File: config.mk
export PLATFORM = sky130hd
export DESIGN_NAME = trs_queue
export DESIGN_NICKNAME = d
export VERILOG_FILES = /design/src/design/trs_pkg.sv /design/src/design/trs_queue.sv
export SDC_FILE = /design/constraint.sdc
export NUM_CORES = 1
export LEC_CHECK = 0
export ABC_AREA = 0
export BUFFER_PORTS_ARGS = -buffer_cell sky130_fd_sc_hd__buf_2
export CORE_MARGIN = 2
export CORE_UTILIZATION = 50
export CTS_CLUSTER_DIAMETER = 100
export DETAILED_ROUTE_END_ITERATION = 8
export PLACE_DENSITY_LB_ADDON = 0.08
export SYNTH_ARGS = -nofsm -noshare
export SYNTH_HDL_FRONTEND = slang
export SYNTH_SLANG_ARGS = --single-unit
File: constraint.sdc
create_clock -name clk -period 8.6 [get_ports clk]
set_clock_uncertainty 0.05 [all_clocks]
set_input_delay 0 -clock clk [delete_from_list [all_inputs] [get_ports clk]]
set_output_delay 0 -clock clk [all_outputs]
set_load 0.005 [all_outputs]
File: src/design/trs_pkg.sv
// Shared types and constants for the trail ribbon strip builder.
package trs_pkg;

  localparam int MAX_BATCH_VERTICES_DEF = 256;
  localparam int MAX_SEGMENTS_DEF       = 127;
  localparam int QUEUE_DEPTH            = 4;

  localparam int IN_DATA_W  = 256;
  localparam int IN_USER_W  = 1;
  localparam int OUT_DATA_W = 144;
  localparam int OUT_USER_W = 2;
  localparam int CFG_IDX_W  = 2;
  localparam int CFG_DATA_W = 32;

  localparam logic [CFG_IDX_W-1:0] CFG_NOW_TIME   = 2'd0;
  localparam logic [CFG_IDX_W-1:0] CFG_INV_LIFE   = 2'd1;
  localparam logic [CFG_IDX_W-1:0] CFG_HALF_WIDTH = 2'd2;

  localparam logic [31:0] NOW_TIME_RST   = 32'd0;
  localparam logic [15:0] INV_LIFE_RST   = 16'd6554;
  localparam logic [15:0] HALF_WIDTH_RST = 16'd8192;

  localparam logic [16:0] AGE_ONE = 17'h10000;

  // What the back end does with a queued item
  typedef enum logic [1:0] {
    KIND_EOF,
    KIND_FIRST,
    KIND_MID,
    KIND_LAST
  } kind_t;

  typedef logic [2:0][31:0] vec3_t;

  typedef struct packed {
    logic [31:0] now_time;
    logic [15:0] inverse_life;
    logic [15:0] half_width;
  } cfg_t;

  typedef struct packed {
    kind_t       kind;
    vec3_t       vp;
    vec3_t       vm;
    logic [6:0]  tex_u;
    logic [16:0] age;
    logic [15:0] strength;
    logic        bs;
  } entry_t;

endpackage

File: src/design/trs_queue.sv
// Short queue of computed items between the front end and the back end.
module trs_queue (
  input  logic            clk,
  input  logic            rst_n,
  input  logic            push,
  input  trs_pkg::entry_t wr_entry,
  output logic            full,
  input  logic            pop,
  output trs_pkg::entry_t rd_entry,
  output logic            empty
);
  import trs_pkg::*;

  localparam int PTR_W = $clog2(QUEUE_DEPTH);
  localparam int CW    = $clog2(QUEUE_DEPTH + 1);
  localparam logic [CW-1:0] DEPTH_C = CW'(QUEUE_DEPTH);

  entry_t             slots_r [QUEUE_DEPTH];
  logic [PTR_W-1:0]   wp_r, rp_r;
  logic [CW-1:0]      cnt_r;

  assign full     = (cnt_r == DEPTH_C);
  assign empty    = (cnt_r == '0);
  assign rd_entry = slots_r[rp_r];

  always_ff @(posedge clk) begin
    if (push) slots_r[wp_r] <= wr_entry;
  end

  always_ff @(posedge clk) begin
    if (!rst_n) begin
      wp_r  <= '0;
      rp_r  <= '0;
      cnt_r <= '0;
    end else begin
      if (push) wp_r <= (wp_r == PTR_W'(QUEUE_DEPTH - 1)) ? '0 : wp_r + PTR_W'(1);
      if (pop)  rp_r <= (rp_r == PTR_W'(QUEUE_DEPTH - 1)) ? '0 : rp_r + PTR_W'(1);
      if (push && !pop)      cnt_r <= cnt_r + CW'(1);
      else if (pop && !push) cnt_r <= cnt_r - CW'(1);
    end
  end

endmodule

==> metrics.md <==
| Metric | Value |
|---|---|
| Detailed-route vias per instance | `5.36` |
| Total clock buffers created by CTS | `97` |
| Ys async rst share | `0` |
| Fraction of power consumed by sequential logic | `0.517` |
| Arr. time, crit path | `3.78 ns` |
| Clock tree root driver cell | `clkbuf_16` |
| Average footprint of a synthesized cell | `27.0 um2` |
| Via count of the routed design | `16200` |
| Max-slew headroom | `0.284` |
| Fraction of layout cells with a size suffix above 1 | `0.410` |
| Post-detailed-route wirelength per cell | `23.8 um` |
| Largest stage delay, worst path | `0.93 ns` |
| Crit. End Element | `output port` |
| Number of port buffers | `475` |
| Period utilisation layout | `0.446` |
| Flip-flop and latch count after synthesis | `949` |
| Cell count after synthesis | `1271` |
| Total global routing overflow | `0` |
| Switching Share | `0.209` |
| Weighted congestion reported at the end of routability-driven placement | `0.740` |
| Cell accounting for the most synthesized area | `edfxtp_1` |
| Total Routed Length | `71800 um` |
| Starting DRT DRC Count | `1052` |
| Worst IR Drop VDD | `0.217 mV` |
| Type of the worst setup path | `flop to output port` |
| Sequence of cells on the critical path | `buf_4 -> buf_4 -> mux4_2 -> buf_2` |
| Global-route wire length before repair | `107000 um` |
| Max Buffers Root-to-Sink | `3` |
| Post-synth design cell area | `0.0343 mm2` |
| Number of warnings issued by yosys | `0` |
| Maximum fanout encountered on the critical timing path | `44` |
| Floorplan die area | `0.0708 mm2` |
| Outcome | `finished clean` |
| Sum of internal, switching and leakage power | `0.0104 W` |
| Initial core utilization | `0.502` |
| RSZ-0062 raised after global routing | `false` |
| Post-route minimum period | `3.83 ns` |
| Number of global-route vias before repair | `17300` |
| Final Net Count | `2302` |
| Master of the slowest instance on the critical path | `dfxtp_4` |
| Post-route standard cell area excluding fillers | `0.0432 mm2` |
| Sequential area share after synthesis | `0.827` |
| Highest clock rate | `0.261 GHz` |
| Post-CTS setup buffer count | `0` |
| Leading post-synthesis cells by instance count | `940 x edfxtp_1, 235 x mux4_2, 26 x buf_2, 18 x buf_6, 9 x dfxtp_1` |
| 1st-pass router iterations | `5` |
| Tightest Hold Check Type | `input port to flop` |
| Max-slew violation count | `0` |
| Tot GR Track Use | `0.203` |
| Floorplan die height | `266 um` |
| Fin worst setup slack | `4.77 ns` |
| Sink count of the clock tree | `949` |
| Placeable Area | `0.0683 mm2` |
| Die outline width | `266 um` |
| DRC violations left | `0` |
| Hold slack final | `0.0696 ns` |
| Data required time of the worst path | `8.55 ns` |
| Library cells used by synthesis | `22` |
| Count of flip-flops with a built-in enable after synthesis | `940` |
| Top cell by count, worst path | `buf_4` |
| Combinational power share | `0.085` |
| Largest net degree at the start of global routing | `156` |
| Total negative setup slack | `0 ns` |
| Top-area cell type share of the netlist area | `0.822` |
| Number of buffers added to fix hold violations after cts | `241` |
| Synthesis-to-layout area growth | `25.8%` |
| Pwr dens | `240 mW/mm2` |
| Count of buffering cells on the critical path with inverters included | `3` |
| Clk pwr share | `0.398` |
| Int Pwr | `0.00820 W` |
| Crit-path leading delay family | `buffers and inverters` |
| Detail Route Antenna Nets | `0` |
| Cells taking the most area after synthesis | `edfxtp_1 82%, mux4_2 15%, buf_6 0.59%` |
| Clock Pin Slew Worst Setup and Hold Paths | `0.06 ns` |
| Leakage | `14.7 nW` |
| Post-DP HPWL | `42200 um` |
| Maximum level of the CTS H-tree | `3` |
| Leading cell type by number of instances after synthesis | `edfxtp_1` |
| Number of maximum-capacitance constraint violations | `0` |
| Synthesized Nets | `1517` |
| Critical Path Start Type | `flop` |
| Pin slew with the least headroom to its limit | `1.07 ns` |
| Setup-violating endpoint count in the final report | `0` |
| Final Hold Vio Count | `0` |
| Most frequently used flop master after synthesis | `edfxtp_1` |
| Initial antenna violation count | `7` |
| IO Count | `476` |
| Number of standard-cell rows in the floorplan | `96` |
| Switching power | `0.00217 W` |
| Worst setup slack before clock tree synthesis | `5.20 ns` |
| Clock latency reported for the late side of the worst-skew pair | `0.62 ns` |
| CTS tree | `done` |
| Fillers | `4667` |
| Post-cts sizing count | `0` |
| Cell Area, Placed | `0.0377 mm2` |
==> final cells by class <==
| type | count | area [um2] | area share |
|---|---|---|---|
| clock inverters | 60 | 594 | 0.0138 |
| well taps | 882 | 1100 | 0.0255 |
| diodes | 2 | 5.00 | 0.000116 |
| repair buffers | 738 | 4980 | 0.115 |
| clock buffers | 114 | 2530 | 0.0586 |
| inverters | 4 | 15.0 | 0.000347 |
| multi-input cells | 266 | 5570 | 0.129 |
| flip-flops and latches | 949 | 28400 | 0.658 |
==> power groups by stage <==
stage | logic (W) | registers, W | clock network, W
2_1_floorplan | 0.000424 | 0.00548 | 0
3_3_place_gp | 0.000792 | 0.00545 | 0
3_5_place_dp | 0.000798 | 0.00546 | 0
4_1_cts | 0.000899 | 0.00536 | 0.00423
5_1_grt | 0.000947 | 0.00538 | 0.00439
6_report | 0.000876 | 0.00536 | 0.00413
==> layer usage <==
| metal | part of all wire | global-route usage | vias to the layer above | routed length [um] |
|---|---|---|---|---|
| met4 | 0.020 | 0.0577 | 10 | 1430 |
| li1 | - | - | 7110 | - |
| met3 | 0.067 | 0.0522 | 104 | 4840 |
| met2 | 0.51 | 0.335 | 436 | 36300 |
| met5 | 0.00088 | 0 | - | 63 |
| met1 | 0.41 | 0.272 | 8504 | 29200 |
==> sequential cells by signal, summed over array words and instances (netlist names), named ones only <==
signal   count
slots_r    940
cnt_r        3
rp_r         2
wp_r         2
==> logic make-up after synthesis <==
family / Yosys count / synth area share
DFF: 949 / 0.827
muxes: 239 / 0.155
buffers and inverters: 56 / 0.0110
and+or+nand+nor: 15 / 0.00262
adders and majority gates: 7 / 0.00277
AOI/OAI and AO/OA: 3 / 0.000583
xor gates and xnor gates: 2 / 0.000510
==> cell usage in the layout, fill, tap and decap left out, types with 5 or more instances in the layout <==
cell | Yosys | final
dfxtp_1 | 9 | 7
clkbuf_16 | 0 | 99
ha_1 | 6 | 6
bufinv_16 | 0 | 12
clkinv_2 | 0 | 18
nor2b_1 | 5 | 5
edfxtp_1 | 940 | 940
dlygate4sd3_1 | 0 | 241
clkinv_1 | 0 | 23
buf_2 | 26 | 475
mux4_2 | 235 | 235
clkbuf_1 | 1 | 15
buf_4 | 0 | 20
==> path summary, 6_finish.rpt <==
kind | startpoint | to | slack, ns | cells after the start
worst max-delay path | flop | rd_entry[149] | 4.77 | 4
worst min-delay path | wr_entry[93] | slots_r[3][93] | 0.07 | 2
worst max register to register | wp_r[0] | slots_r[3][180] | 5.46 | 4
worst min register to register | cnt_r[2] | cnt_r[2] | 0.48 | 2
==> per-stage QoR <==
| step | utilization | cells |
|---|---|---|
| after global routing | 0.632 | 3015 |
| after CTS | 0.632 | 3013 |
| after global placement | 0.551 | 2598 |
| final | 0.632 | 3015 |
| after detailed placement | 0.551 | 2598 |
| after floorplan | - | 1271 |
(Power assumes the default switching activity.)
