[src/design/trs_pkg.sv]
// Shared types and constants for the trail ribbon strip builder.
package trs_pkg;

  localparam int MAX_BATCH_VERTICES_DEF = 256;
  localparam int MAX_SEGMENTS_DEF       = 127;
  localparam int QUEUE_DEPTH            = 4;

  localparam int IN_DATA_W  = 256;
  localparam int IN_USER_W  = 1;
  localparam int OUT_DATA_W = 144;
  localparam int OUT_USER_W = 2;
  localparam int CFG_IDX_W  = 2;
  localparam int CFG_DATA_W = 32;

  localparam logic [CFG_IDX_W-1:0] CFG_NOW_TIME   = 2'd0;
  localparam logic [CFG_IDX_W-1:0] CFG_INV_LIFE   = 2'd1;
  localparam logic [CFG_IDX_W-1:0] CFG_HALF_WIDTH = 2'd2;

  localparam logic [31:0] NOW_TIME_RST   = 32'd0;
  localparam logic [15:0] INV_LIFE_RST   = 16'd6554;
  localparam logic [15:0] HALF_WIDTH_RST = 16'd8192;

  localparam logic [16:0] AGE_ONE = 17'h10000;

  // What the back end does with a queued item
  typedef enum logic [1:0] {
    KIND_EOF,
    KIND_FIRST,
    KIND_MID,
    KIND_LAST
  } kind_t;

  typedef logic [2:0][31:0] vec3_t;

  typedef struct packed {
    logic [31:0] now_time;
    logic [15:0] inverse_life;
    logic [15:0] half_width;
  } cfg_t;

  typedef struct packed {
    kind_t       kind;
    vec3_t       vp;
    vec3_t       vm;
    logic [6:0]  tex_u;
    logic [16:0] age;
    logic [15:0] strength;
    logic        bs;
  } entry_t;

endpackage

[src/design/trs_back.sv]
// Back end: expands each queued item into its vertices (or a draw-end marker) on the output register.
module trs_back (
  input  logic                            clk,
  input  logic                            rst_n,
  input  trs_pkg::entry_t                 q_entry,
  input  logic                            q_empty,
  output logic                            q_pop,
  output logic                            out_tvalid,
  input  logic                            out_tready,
  output logic [trs_pkg::OUT_DATA_W-1:0]  out_tdata,  // vert_x, vert_y, vert_z, tex_u, tex_v, age, vert_strength
  output logic [trs_pkg::OUT_USER_W-1:0]  out_tuser,  // batch_start, draw_end
  output logic                            out_tlast
);
  import trs_pkg::*;

  logic [1:0] k_r;
  logic       load, res_last, use_minus, is_eof;
  logic       out_v_r;
  logic [OUT_DATA_W-1:0] data_r, data_nxt;
  logic [OUT_USER_W-1:0] user_r, user_nxt;
  logic                  last_r;
  vec3_t      vsel;

  always_comb begin
    case (q_entry.kind)
      KIND_FIRST: begin
        res_last  = (k_r == 2'd2);
        use_minus = (k_r == 2'd2);
      end
      KIND_MID: begin
        res_last  = (k_r == 2'd1);
        use_minus = (k_r == 2'd1);
      end
      KIND_LAST: begin
        res_last  = (k_r == 2'd2);
        use_minus = (k_r != 2'd0);
      end
      default: begin
        res_last  = 1'b1;
        use_minus = 1'b0;
      end
    endcase
  end

  assign is_eof = (q_entry.kind == KIND_EOF);
  assign vsel   = use_minus ? q_entry.vm : q_entry.vp;

  always_comb begin
    data_nxt = '0;
    user_nxt = '0;
    if (is_eof) begin
      user_nxt[1] = 1'b1;
    end else begin
      data_nxt[95:0]    = vsel;
      data_nxt[102:96]  = q_entry.tex_u;
      data_nxt[103]     = use_minus;
      data_nxt[120:104] = q_entry.age;
      data_nxt[136:121] = q_entry.strength;
      user_nxt[0]       = (k_r == 2'd0) && q_entry.bs;
    end
  end

  assign load  = !q_empty && (!out_v_r || out_tready);
  assign q_pop = load && res_last;

  always_ff @(posedge clk) begin
    if (!rst_n) begin
      k_r     <= '0;
      out_v_r <= 1'b0;
    end else begin
      if (load) k_r <= res_last ? 2'd0 : k_r + 2'd1;
      if (load)            out_v_r <= 1'b1;
      else if (out_tready) out_v_r <= 1'b0;
    end
  end

  always_ff @(posedge clk) begin
    if (load) begin
      data_r <= data_nxt;
      user_r <= user_nxt;
      last_r <= res_last;
    end
  end

  assign out_tvalid = out_v_r;
  assign out_tdata  = data_r;
  assign out_tuser  = user_r;
  assign out_tlast  = last_r;

endmodule

[config.mk]
export PLATFORM = sky130hd
export DESIGN_NAME = trs_back
export DESIGN_NICKNAME = d
export VERILOG_FILES = /design/src/design/trs_pkg.sv /design/src/design/trs_back.sv
export SDC_FILE = /design/constraint.sdc
export NUM_CORES = 1
export LEC_CHECK = 0
export BUFFER_PORTS_ARGS = -buffer_cell sky130_fd_sc_hd__clkbuf_2
export CAP_MARGIN = 20
export CORE_AREA = 2 2 152 154
export DETAILED_ROUTE_END_ITERATION = 8
export DIE_AREA = 0 0 154 156
export GPL_TIMING_DRIVEN = 0
export PLACE_DENSITY = 0.7
export SETUP_SLACK_MARGIN = 0.02
export SLEW_MARGIN = 20
export SYNTH_ARGS = -nofsm -noshare
export SYNTH_HDL_FRONTEND = slang
export SYNTH_SLANG_ARGS = --single-unit
[constraint.sdc]
create_clock -name clk -period 7.4 [get_ports clk]
set_input_delay 0 -clock clk [delete_from_list [all_inputs] [get_ports clk]]
set_output_delay 0 -clock clk [all_outputs]
set_load 0.01 [all_outputs]
==> flow_summary.json <==
{
  "vias": 8985,
  "synth_top_family_by_area": "compound AO/OA/AOI/OAI gates",
  "syn_area_per_cell_um2": 10.9,
  "cts_root_buf": "clkbuf_16",
  "worstMarginPinSlew_ns": 0.814,
  "fin_nets": 1582,
  "grt_setup_unrepaired": "false",
  "ys_types": 24,
  "start_kind": "flop",
  "dr.first_iter.drc_count": 659,
  "ys.flop_type": "edfxtp_1",
  "holdPathEnd": "out_tdata[0]",
  "critPathKind": "reg -> out",
  "worstHoldPathType": "in -> reg",
  "cts.sinks": 143,
  "fin_crit_ns": 2.60,
  "hpwl_um": 22300,
  "dp_cells": 1467,
  "firstDrtPassIters": 5,
  "outcome": "completed",
  "final_area_um2": 13100,
  "core_um2": 22400,
  "clock_skew_ns": 0.0151,
  "finalHoldViolCount": 0,
  "peakVddDrop_mv": 0.123,
  "synth.largest_area_cell": "edfxtp_1",
  "synthSimpleGateAreaFrac": 0.164,
  "gr-usage-met3": 0.0511,
  "cts.clk_slew.worst_paths_ns": 0.07,
  "grt_pass1_wl_um": 47800,
  "use_met1": 0.320,
  "powerDensity_nw_per_um2": 187,
  "hp-start": "q_entry[137]",
  "crit_slowest_cell": "buf_2",
  "antenna_found_initial": 0,
  "num-fill-cells": 1875,
  "cp_common_cell": "buf_2",
  "grt_pass1_vias": 8774,
  "period_share": 0.352,
  "cts_made_buffers": 17,
  "r2r_end": "out_tdata[78]",
  "place_area_um2": 11100,
  "r2r_start": "k_r[1]",
  "clk-insertion-delay-late_ns": 0.42,
  "syn2layout_area_growth_pct": 51.7,
  "syn_inst": 790,
  "max_freq_mhz": 384,
  "rrSetupSlack_ns": 4.84,
  "synth_area_um2": 8650,
  "grtUsageMet2": 0.437,
  "crit_arrival_ns": 2.60,
  "die_x_um": 154,
  "whs_path_depth": 2,
  "track_usage": 0.253,
  "critPathMaxFanout": 10,
  "yosys-mux-area-fraction": 0.113,
  "via_per_inst": 5.48,
  "htree_levels": 4,
  "drv_cap": 0,
  "cp_cell_sequence": "inv_1 -> ha_1 -> buf_2 -> buf_2 -> buf_2 -> mux2i_1 -> nor3_1 -> clkbuf_2",
  "portBuffers": 379,
  "synth-xor-area-share": 0,
  "start_util": 0.387,
  "yosysWarnings": 0,
  "cts_buffer_depth": 2,
  "synth_compound_area_frac": 0.170,
  "leakage_nw": 5.25,
  "cpPeakStageDelay_ns": 0.36,
  "row_count": 55,
  "num_io_pins": 388,
  "grt.busiest_layer": "met2",
  "synth_top_area_share": 0.486,
  "routedWlPerCell_um": 19.6,
  "synth-async-reset-ratio": 0,
  "yosys.area_share.adder": 0.00434,
  "routed_wl_um": 32200,
  "yosysSeqAreaShare": 0.493,
  "gp_congestion": 0.852,
  "synth.area.top_cells": "edfxtp_1, mux2i_1, a311o_1, nor3b_1, a21oi_1",
  "overflow": 0,
  "cts_tree": "built",
  "synth_edf_count": 140,
  "drive_gt1_frac": 0.330,
  "fp.dieArea_um2": 24000,
  "cp.required_ns": 7.40,
  "finalSetupViolCount": 0,
  "ys_ff_latch": 143,
  "grt_max_degree": 25,
  "finalMaxSlewViolations": 0,
  "final_cells": 1639,
  "worst_setup_path_end_kind": "output port",
  "hold_ws_ns": 0.0161,
  "ff2ff_path_depth": 8,
  "ant_nets": 0,
  "maxSlewHeadroom": 0.457,
  "die_h_um": 156,
  "drc": 0
}
[repair_timing]
| action | in CTS | in global routing |
|---|---|---|
| hold buffers | 139 | 0 |
| buffers inserted | 0 | 0 |
| endpoints found under the hold margin | 139 | 0 |
| resized for setup | 0 | 0 |
[per-layer routing]
metal	part of all wire	vias to the layer above
li1	-	4143
met5	0	-
met1	0.40	4353
met2	0.50	431
met4	0.025	0
met3	0.072	58
[cells in the mapped netlist (2+ instances only)]
master,number
a311o_1,96
buf_4,7
nor2b_1,41
mux2i_1,98
nand2b_1,2
nor3_1,2
o2bb2ai_1,2
a21oi_1,96
edfxtp_1,140
nor3b_1,96
dfxtp_1,3
nand2_1,101
nor2_1,3
ha_1,3
buf_2,13
clkbuf_1,70
inv_1,4
buf_6,7
[how the worst max path moves through the flow]
stage / startpoint / endpoint / slack [ns] / depth (start not counted)
5_1_grt: k_r[0] / q_pop / 4.59 / 8
4_1_cts: k_r[0] / q_pop / 4.76 / 8
6_report: k_r[0] / q_pop / 4.80 / 8
2_1_floorplan: out_tvalid / out_tdata[0] / 0.38 / 2
3_5_place_dp: k_r[0] / out_tdata[61] / 4.78 / 8
3_3_place_gp: out_tvalid / out_tdata[131] / -2.68 / 2
[through the flow]
stage	worst slack, ns	utilization	total power [mW]	setup TNS (ns)
global route	4.59	0.587	2.54	0
global placement	-2.68	0.489	1.51	-378.34
finish	4.80	0.587	2.45	0
CTS	4.76	0.587	2.46	0
floorplan	0.377	-	1.29	0
detailed placement	4.78	0.497	1.52	0
[layout make-up]
class / instances / area [um2] / share of cell area
antenna: 1 / 2.50 / 0.000191
buffer: 98 / 463 / 0.0353
clock buffer: 17 / 425 / 0.0324
clock inverter: 15 / 185 / 0.0141
inverter: 4 / 15.0 / 0.00114
multi-input combinational: 551 / 3940 / 0.300
sequential: 143 / 4260 / 0.325
tap: 285 / 357 / 0.0272
timing repair buffer: 525 / 3470 / 0.265
[report_power, final]
| part | internal [mW] | switching, mW |
|---|---|---|
| sequential | 0.978 | 0.0207 |
| clock | 0.459 | 0.425 |
| combinational | 0.271 | 0.302 |
| total | 1.71 | 0.747 |
[kinds of logic after synthesis]
logic type               count (synthesis)
AO/OA/AOI/OAI                          195
adder cells (fa/ha/maj)                  3
flip-flops                             143
buffers and inverters                  102
multiplexers                            98
other                                    1
AND/OR/NAND/NOR                        248
[cell usage in the layout (no fill, tap or decap), drive strengths merged, types with 3 or more instances in the layout]
cell / count
edfxtp: 140
conb: 7
a311o: 96
buf: 35
nand2: 101
nand2b: 3
clkbuf: 466
dlygate4sd3: 139
nor3b: 96
mux2i: 98
ha: 3
nor2: 3
clkinv: 8
nor2b: 41
a21oi: 96
dfxtp: 3
inv: 10
[sequential cells by signal, indices dropped and copies added, names as in the netlist]
| name | cells |
|---|---|
| out_tvalid | 1 |
| k_r | 2 |
| out_tuser | 2 |
| out_tdata | 137 |
| out_tlast | 1 |
[worst max-delay path: cells and delay by family (launching register included)]
family                   cells  cell delay, ns
flip-flops                   1            0.34
buffers and inverters        5            1.28
multiplexers                 1            0.25
AND/OR/NAND/NOR              1            0.19
adder cells (fa/ha/maj)      1            0.13
(Power assumes the default switching activity.)
